**config.mk**
```make
export PLATFORM = sky130hd
export DESIGN_NAME = binary_log_frame_parser_unit
export DESIGN_NICKNAME = d
export VERILOG_FILES = /design/src/sv/blfp_pkg.sv /design/src/sv/blfp_framer.sv /design/src/sv/blfp_out_buf.sv /design/src/sv/binary_log_frame_parser_unit.sv
export SDC_FILE = /design/constraint.sdc
export NUM_CORES = 1
export LEC_CHECK = 0
export ABC_CLOCK_PERIOD_IN_PS = 6700
export BUFFER_PORTS_ARGS = -buffer_cell sky130_fd_sc_hd__buf_2
export CAP_MARGIN = 40
export CORE_MARGIN = 2
export CORE_UTILIZATION = 35
export DETAILED_ROUTE_END_ITERATION = 7
export HOLD_SLACK_MARGIN = 0.06
export PLACE_DENSITY = 0.56
export SLEW_MARGIN = 20
export SYNTH_ARGS = -nofsm -noshare
export SYNTH_HDL_FRONTEND = slang
export SYNTH_SLANG_ARGS = --single-unit
```
**constraint.sdc**
```tcl
create_clock -name clk -period 6.7 [get_ports clk]
set_input_delay 1.34 -clock clk [delete_from_list [all_inputs] [get_ports clk]]
set_output_delay 1.34 -clock clk [all_outputs]
set_load 0.01 [all_outputs]
```
**src/sv/blfp_pkg.sv**
```systemverilog
// shared types and constants for the binary log frame parser
// no dependencies; imported by every module of the block
`default_nettype none

package blfp_pkg;

  localparam logic [7:0] SYNC_ONE           = 8'hAA;
  localparam logic [7:0] SYNC_TWO           = 8'h44;
  localparam logic [7:0] SYNC_THREE         = 8'h12;
  localparam logic [7:0] FIXED_HEADER_BYTES = 8'd10;
  localparam logic [7:0] DEFAULT_HDR_LEN    = 8'd28;

  typedef enum logic [3:0] {
    PH_HUNT     = 4'd0,
    PH_SYNC1    = 4'd1,
    PH_SYNC2    = 4'd2,
    PH_HDR_LEN  = 4'd3,
    PH_ID_LO    = 4'd4,
    PH_ID_HI    = 4'd5,
    PH_TYPE     = 4'd6,
    PH_PORT     = 4'd7,
    PH_LEN_LO   = 4'd8,
    PH_LEN_HI   = 4'd9,
    PH_HDR_SKIP = 4'd10,
    PH_BODY     = 4'd11,
    PH_CRC0     = 4'd12,
    PH_CRC1     = 4'd13,
    PH_CRC2     = 4'd14,
    PH_CRC3     = 4'd15
  } phase_t;

  typedef struct packed {
    logic [7:0]  body_byte;
    logic [15:0] message_id;
    logic [15:0] body_index;
    logic [15:0] message_length;
    logic        last_of_body;
  } blfp_result_t;

endpackage

`default_nettype wire

```
**src/sv/blfp_framer.sv**
```systemverilog
// frame tracking state machine: sync hunt, header fields, body tagging, crc skip
// depends on blfp_pkg
`default_nettype none

module blfp_framer
  import blfp_pkg::*;
(
  input  wire logic         clk,
  input  wire logic         rst_n,
  input  wire logic         acc,
  input  wire logic [7:0]   rx_byte,
  output logic              res_valid,
  output blfp_result_t      res
);

  phase_t      phase_r, phase_nxt;
  logic [7:0]  hdr_len_r, hdr_len_nxt;
  logic [15:0] msg_id_r, msg_id_nxt;
  logic [15:0] body_len_r, body_len_nxt;
  logic [7:0]  hdr_left_r, hdr_left_nxt;
  logic [15:0] body_cnt_r, body_cnt_nxt;

  logic [15:0] new_len;
  logic [7:0]  left_dec;
  logic        last;

  assign new_len  = {rx_byte, body_len_r[7:0]};
  assign left_dec = (hdr_left_r != 8'd0) ? hdr_left_r - 8'd1 : hdr_left_r;
  assign last     = ({1'b0, body_cnt_r} + 17'd1) >= {1'b0, body_len_r};

  always_comb begin
    phase_nxt    = phase_r;
    hdr_len_nxt  = hdr_len_r;
    msg_id_nxt   = msg_id_r;
    body_len_nxt = body_len_r;
    hdr_left_nxt = hdr_left_r;
    body_cnt_nxt = body_cnt_r;
    res_valid    = 1'b0;
    res.body_byte      = rx_byte;
    res.message_id     = msg_id_r;
    res.body_index     = body_cnt_r;
    res.message_length = body_len_r;
    res.last_of_body   = last;
    if (acc) begin
      case (phase_r)
        PH_HUNT: begin
          if (rx_byte == SYNC_ONE) phase_nxt = PH_SYNC1;
        end
        PH_SYNC1: begin
          if (rx_byte == SYNC_TWO) phase_nxt = PH_SYNC2;
          else if (rx_byte == SYNC_ONE) phase_nxt = PH_SYNC1;
          else phase_nxt = PH_HUNT;
        end
        PH_SYNC2: begin
          if (rx_byte == SYNC_THREE) phase_nxt = PH_HDR_LEN;
          else if (rx_byte == SYNC_ONE) phase_nxt = PH_SYNC1;
          else phase_nxt = PH_HUNT;
        end
        PH_HDR_LEN: begin
          hdr_len_nxt = rx_byte;
          phase_nxt   = PH_ID_LO;
        end
        PH_ID_LO: begin
          msg_id_nxt = {8'd0, rx_byte};
          phase_nxt  = PH_ID_HI;
        end
        PH_ID_HI: begin
          msg_id_nxt = {rx_byte, msg_id_r[7:0]};
          phase_nxt  = PH_TYPE;
        end
        PH_TYPE: phase_nxt = PH_PORT;
        PH_PORT: phase_nxt = PH_LEN_LO;
        PH_LEN_LO: begin
          body_len_nxt = {8'd0, rx_byte};
          phase_nxt    = PH_LEN_HI;
        end
        PH_LEN_HI: begin
          body_len_nxt = new_len;
          body_cnt_nxt = 16'd0;
          if (hdr_len_r > FIXED_HEADER_BYTES) begin
            hdr_left_nxt = hdr_len_r - FIXED_HEADER_BYTES;
            phase_nxt    = PH_HDR_SKIP;
          end else begin
            hdr_left_nxt = 8'd0;
            phase_nxt    = (new_len != 16'd0) ? PH_BODY : PH_CRC0;
          end
        end
        PH_HDR_SKIP: begin
          hdr_left_nxt = left_dec;
          if (left_dec == 8'd0) phase_nxt = (body_len_r != 16'd0) ? PH_BODY : PH_CRC0;
        end
        PH_BODY: begin
          res_valid    = 1'b1;
          body_cnt_nxt = body_cnt_r + 16'd1;
          if (last) phase_nxt = PH_CRC0;
        end
        PH_CRC0: phase_nxt = PH_CRC1;
        PH_CRC1: phase_nxt = PH_CRC2;
        PH_CRC2: phase_nxt = PH_CRC3;
        default: phase_nxt = PH_HUNT;
      endcase
    end
  end

  always_ff @(posedge clk) begin
    if (!rst_n) begin
      phase_r    <= PH_HUNT;
      hdr_len_r  <= DEFAULT_HDR_LEN;
      msg_id_r   <= 16'd0;
      body_len_r <= 16'd0;
      hdr_left_r <= 8'd0;
      body_cnt_r <= 16'd0;
    end else begin
      phase_r    <= phase_nxt;
      hdr_len_r  <= hdr_len_nxt;
      msg_id_r   <= msg_id_nxt;
      body_len_r <= body_len_nxt;
      hdr_left_r <= hdr_left_nxt;
      body_cnt_r <= body_cnt_nxt;
    end
  end

  // final body byte always hands over to the crc skip
  a_last_to_crc: assert property (@(posedge clk) disable iff (!rst_n)
    res_valid && res.last_of_body |=> phase_r == PH_CRC0)
    else $error("last body byte did not enter crc skip");

  // zero-length body with short header goes straight to crc skip
  a_zero_len: assert property (@(posedge clk) disable iff (!rst_n)
    acc && phase_r == PH_LEN_HI && hdr_len_r <= FIXED_HEADER_BYTES && new_len == 16'd0
    |=> phase_r == PH_CRC0)
    else $error("zero-length body did not skip to crc");

  // body index advances by one for each emitted byte
  a_index_step: assert property (@(posedge clk) disable iff (!rst_n)
    res_valid && !res.last_of_body |=> body_cnt_r == $past(body_cnt_r) + 16'd1)
    else $error("body index did not advance");

endmodule

`default_nettype wire

```
**src/sv/blfp_out_buf.sv**
```systemverilog
// two-entry output buffer separating the framer from the result stream
// depends on blfp_pkg
`default_nettype none

module blfp_out_buf
  import blfp_pkg::*;
(
  input  wire logic         clk,
  input  wire logic         rst_n,
  input  wire logic         push,
  input  wire blfp_result_t push_data,
  output logic              space,
  output logic              head_valid,
  output blfp_result_t      head,
  input  wire logic         pop_ready
);

  blfp_result_t head_r, head_nxt;
  blfp_result_t tail_r, tail_nxt;
  logic [1:0]   cnt_r, cnt_nxt;
  logic         pop;

  assign head_valid = cnt_r != 2'd0;
  assign head       = head_r;
  assign space      = cnt_r != 2'd2;
  assign pop        = head_valid && pop_ready;

  always_comb begin
    head_nxt = head_r;
    tail_nxt = tail_r;
    cnt_nxt  = cnt_r;
    case (cnt_r)
      2'd0: begin
        if (push) begin
          head_nxt = push_data;
          cnt_nxt  = 2'd1;
        end
      end
      2'd1: begin
        if (push && pop) begin
          head_nxt = push_data;
        end else if (push) begin
          tail_nxt = push_data;
          cnt_nxt  = 2'd2;
        end else if (pop) begin
          cnt_nxt  = 2'd0;
        end
      end
      2'd2: begin
        if (pop) begin
          head_nxt = tail_r;
          cnt_nxt  = 2'd1;
        end
      end
      default: cnt_nxt = 2'd0;
    endcase
  end

  always_ff @(posedge clk) begin
    if (!rst_n) begin
      cnt_r <= 2'd0;
    end else begin
      cnt_r <= cnt_nxt;
    end
  end

  always_ff @(posedge clk) begin
    head_r <= head_nxt;
    tail_r <= tail_nxt;
  end

  a_cnt_range: assert property (@(posedge clk) disable iff (!rst_n)
    cnt_r != 2'd3)
    else $error("buffer count out of range");

  // a full buffer never takes a request
  a_no_overflow: assert property (@(posedge clk) disable iff (!rst_n)
    cnt_r == 2'd2 |-> !push)
    else $error("push into full buffer");

  // held head stays put while the consumer stalls
  a_head_hold: assert property (@(posedge clk) disable iff (!rst_n)
    head_valid && !pop_ready |=> head_valid && $stable(head_r))
    else $error("stalled head changed");

endmodule

`default_nettype wire

```
**src/sv/binary_log_frame_parser_unit.sv**
```systemverilog
// top level of the binary log frame parser: stream ports, framer and output buffer
// depends on blfp_pkg, blfp_framer, blfp_out_buf
`default_nettype none

// Takes one received byte per cycle, hunts for the sync sequence AA 44 12, reads the
// header length, message id and body length, and emits one request per body byte
// tagged with the message id, its index, the body length and a last flag; header
// padding and the four crc bytes are dropped unchecked. A byte is taken every cycle
// while the two-entry output buffer has room, and its result is registered in the buffer
// before it reaches the output. Input stalls whenever both buffer entries are held,
// even in a cycle in which the consumer takes one.
module binary_log_frame_parser_unit
  import blfp_pkg::*;
(
  input  wire logic        clk,
  input  wire logic        rst_n,
  input  wire logic        in_tvalid,
  output logic             in_tready,
  input  wire logic [7:0]  in_tdata,   // [7:0] rx_byte
  output logic             out_tvalid,
  input  wire logic        out_tready,
  output logic [39:0]      out_tdata,  // [7:0] body_byte, [23:8] body_index,
                                       // [39:24] message_length
  output logic [15:0]      out_tuser,  // [15:0] message_id
  output logic             out_tlast   // last_of_body
);

  logic         acc;
  logic         res_valid;
  blfp_result_t res;
  blfp_result_t head;
  logic         space;

  assign in_tready = space;
  assign acc       = in_tvalid && in_tready;

  blfp_framer u_framer (
    .clk       (clk),
    .rst_n     (rst_n),
    .acc       (acc),
    .rx_byte   (in_tdata),
    .res_valid (res_valid),
    .res       (res)
  );

  blfp_out_buf u_out_buf (
    .clk        (clk),
    .rst_n      (rst_n),
    .push       (res_valid),
    .push_data  (res),
    .space      (space),
    .head_valid (out_tvalid),
    .head       (head),
    .pop_ready  (out_tready)
  );

  assign out_tdata = {head.message_length, head.body_index, head.body_byte};
  assign out_tuser = head.message_id;
  assign out_tlast = head.last_of_body;

endmodule

`default_nettype wire

```
==> results.sh <==
export IMPL_status="completed"
export IMPL_stdcell_count=1193
export IMPL_routed_via_density=4.96
export IMPL_switchingPower_uw=543
export IMPL_clk_path_buf_depth=2
export IMPL_cts_reportedPaths_clkPinSlew_ps=70
export IMPL_antenna_found_initial=1
export IMPL_drv_slew=0
export IMPL_cts_root_buffer="clkbuf_16"
export IMPL_dpl_worst_slack_ps=2930
export IMPL_p_seq_frac=0.498
export IMPL_synth_edf_count=114
export IMPL_cp_startpoint="u_framer.body_cnt_r[0]"
export IMPL_htree_levels=4
export IMPL_fin_crit_ps=3500
export IMPL_cts_tree="done"
export IMPL_finalSetupTns_ps=0
export IMPL_p_int_mw=1.92
export IMPL_end_kind="flip-flop"
export IMPL_route_detailed_drc=0
export IMPL_antenna_left=0
export IMPL_worstSkewPairLatency_ps=430
export IMPL_tightestPinTransition_ps=790
export IMPL_peakVddDrop_v=0.000172
export IMPL_required_ps=7030
export IMPL_hold_path_class="flip-flop to flip-flop"
export IMPL_synth_distinct_cells=69
export IMPL_ys_async_sr_fraction=0
export IMPL_finClkSkew_ps=10.0
export IMPL_cts_hold_buf=0
export IMPL_synth_nets=843
export IMPL_hold_ws_ps=460
export IMPL_worstSetupEndpoint="u_framer.phase_r[2]"
export IMPL_fillers=2298
export IMPL_fin_nets=892
export IMPL_worstReg2RegEnd="u_framer.phase_r[2]"
export IMPL_slew_headroom=0.472
export IMPL_startpoint_type="flip-flop"
export IMPL_grt_ovfl_total=0
export IMPL_critPathMaxFanout=8
export IMPL_gp_congestion=0.781
export IMPL_port_buffers=70
export IMPL_wl_per_cell_um=15.7
export IMPL_num_rows=56
export IMPL_yosys_most_used_dff="edfxtp_1"
export IMPL_arrival_ps=3830
export IMPL_cts_buffers_inserted=17
export IMPL_powerDensity_nw_per_um2=257
export IMPL_grt_pass1_vias=5618
export IMPL_seq_area_sq_um=4820
export IMPL_final_common_cell="nand2_1"
export IMPL_netlist_area_sq_um=8400
export IMPL_postSynthAreaPerCell_sq_um=10.4
export IMPL_rsz0062_at_grt="no"
export IMPL_seq_area_frac_synth=0.574
export IMPL_setup_viol_count_final=0
export IMPL_dp_hpwl_mm=12.3
export IMPL_finalCritPeriodShare=0.523
export IMPL_die_w_um=159
export IMPL_cts_setup_buffers=0
export IMPL_finalInstanceArea_sq_um=9580
export IMPL_dieArea_sq_um=25200
export IMPL_synthCells=811
export IMPL_p_leak_nw=3.54
export IMPL_p_clk_frac=0.446
export IMPL_grtUsageTotal=0.153
export IMPL_ios=71
export IMPL_synth_warnings=0
export IMPL_dpl_cell_area_sq_um=8930
export IMPL_critical_path_class="flip-flop to flip-flop"
export IMPL_hold_viol_final=0
export IMPL_final_cell_mix="205 x nand2_1, 114 x edfxtp_1, 70 x buf_2, 70 x dfxtp_1, 33 x nor2b_1"
export IMPL_max_cap_violations=0
export IMPL_grt_first_pass_wirelength_mm=30.9
export IMPL_r2r_start="u_framer.body_cnt_r[0]"
export IMPL_syn_to_final_growth_pct=14.1
export IMPL_num_vias=5921
export IMPL_final_setup_worst_slack_ps=3200
export IMPL_grt_max_degree=74
export IMPL_multi_input_area_sq_um=3230
export IMPL_synth_seq_cells=184
export IMPL_netSwitchingFraction=0.220
export IMPL_first_iter_violations=599
export IMPL_die_height_um=159
export IMPL_clock_sinks=184
export IMPL_core_sq_um=23500
export IMPL_start_util=0.357
export IMPL_fmax_ghz=0.285
export IMPL_layout_drive_gt1_share=0.143
export IMPL_share_comb_of_total_power=0.055
export IMPL_reg2reg_slack_ps=3200
export IMPL_worstRegToRegCells=12
export IMPL_utilization=0.407
export IMPL_routed_wl_mm=18.7
export IMPL_dp_cells=1160
export IMPL_cts_resized=0
export IMPL_firstDrtPassIters=5
export IMPL_p_total_mw=2.47
[cell families (layout without fill, tap and decap cells)]
group,Yosys count,count (layout),synth area share
and+or+nand+nor,360,360,0.203
DFF,184,184,0.574
AOI/OAI and AO/OA,149,149,0.116
buffers and inverters,68,130,0.0429
xor gates and xnor gates,22,22,0.0229
adders and majority gates,20,20,0.0298
muxes,8,8,0.0110
other,0,1,0
[worst min path at each step]
stage                                start                   end  depth (start not counted)
global placement      u_framer.msg_id_r[7]  u_out_buf.tail_r[40]                          0
detailed placement   u_framer.msg_id_r[15]  u_out_buf.tail_r[48]                          0
global route         u_framer.msg_id_r[15]  u_out_buf.tail_r[48]                          0
CTS                  u_framer.msg_id_r[15]  u_out_buf.tail_r[48]                          0
finish               u_framer.msg_id_r[15]  u_out_buf.tail_r[48]                          0
floorplan           u_framer.body_cnt_r[6]  u_out_buf.tail_r[23]                          0
[worst max-delay path, cell delays in order, from the launching register on]
cell	delay, ps
dfxtp_1	470
ha_1	270
and3_1	260
and3_1	240
and2_1	240
xor2_1	190
ha_1	280
nand4_1	140
nor3_1	70
a2111oi_0	410
o32ai_1	220
o31a_2	410
o211a_1	200
[state kept, by name, indices dropped and copies added (netlist names)]
name and count:
u_framer.msg_id_r 16, u_framer.phase_r 4, u_framer.hdr_len_r 8, u_out_buf.head 57, u_framer.hdr_left_r 8, u_framer.body_len_r 16
u_framer.body_cnt_r 16, u_out_buf.tail_r 57, u_out_buf.cnt_r 2
[cells in the mapped netlist, types with 2 or more instances]
| cell | count | area, sq um |
|---|---|---|
| a21boi_1 | 26 | 195 |
| a21o_1 | 4 | 30.0 |
| a21oi_1 | 23 | 115 |
| a22oi_1 | 16 | 120 |
| a31oi_1 | 3 | 18.8 |
| and2_1 | 4 | 25.0 |
| and3_1 | 4 | 25.0 |
| buf_2 | 8 | 40.0 |
| buf_6 | 6 | 67.6 |
| buf_8 | 2 | 30.0 |
| clkbuf_1 | 26 | 97.6 |
| clkbuf_4 | 2 | 15.0 |
| dfxtp_1 | 70 | 1400 |
| edfxtp_1 | 114 | 3420 |
| ha_1 | 20 | 250 |
| inv_1 | 21 | 78.8 |
| mux2i_1 | 7 | 70.1 |
| nand2_1 | 205 | 769 |
| nand2b_1 | 5 | 31.3 |
| nand3_1 | 19 | 95.1 |
| nand4_1 | 7 | 43.8 |
| nor2_1 | 26 | 97.6 |
| nor2b_1 | 34 | 213 |
| nor3_1 | 19 | 95.1 |
| nor3b_1 | 3 | 22.5 |
| nor4_1 | 9 | 56.3 |
| o211a_1 | 4 | 40.0 |
| o211ai_1 | 2 | 15.0 |
| o21a_1 | 6 | 45.0 |
| o21ai_0 | 31 | 155 |
| o21ai_1 | 16 | 80.1 |
| o22ai_1 | 4 | 25.0 |
| o32ai_1 | 3 | 26.3 |
| or2_1 | 2 | 12.5 |
| or2_2 | 2 | 12.5 |
| or3_1 | 5 | 31.3 |
| xnor2_1 | 14 | 123 |
| xor2_1 | 8 | 70.1 |
[metal layers]
layer | vias up | part of all wire | global-route usage | wire (um)
met5 | - | 0 | 0 | 0
met4 | 0 | 0.015 | 0.0488 | 280
met3 | 18 | 0.040 | 0.0282 | 742
met2 | 121 | 0.47 | 0.248 | 8790
met1 | 2824 | 0.48 | 0.208 | 8920
li1 | 2958 | - | - | -
[power by group through the flow]
stage,Clock [mW],Sequential [mW],Combinational [mW]
finish,1.10,1.23,0.137
global route,1.17,1.23,0.152
CTS,1.12,1.23,0.137
detailed placement,0,1.25,0.137
global placement,0,1.25,0.136
floorplan,0,1.24,0.129
[layout make-up]
cell class	instances	area share
Antenna cell	1	0.000261
Clock buffer	19	0.0452
Clock inverter	13	0.0223
Inverter	22	0.00914
Multi-Input combinational cell	559	0.337
Sequential cell	184	0.503
Tap cell	319	0.0417
Timing Repair Buffer	76	0.0413
(Power assumes the default switching activity.)
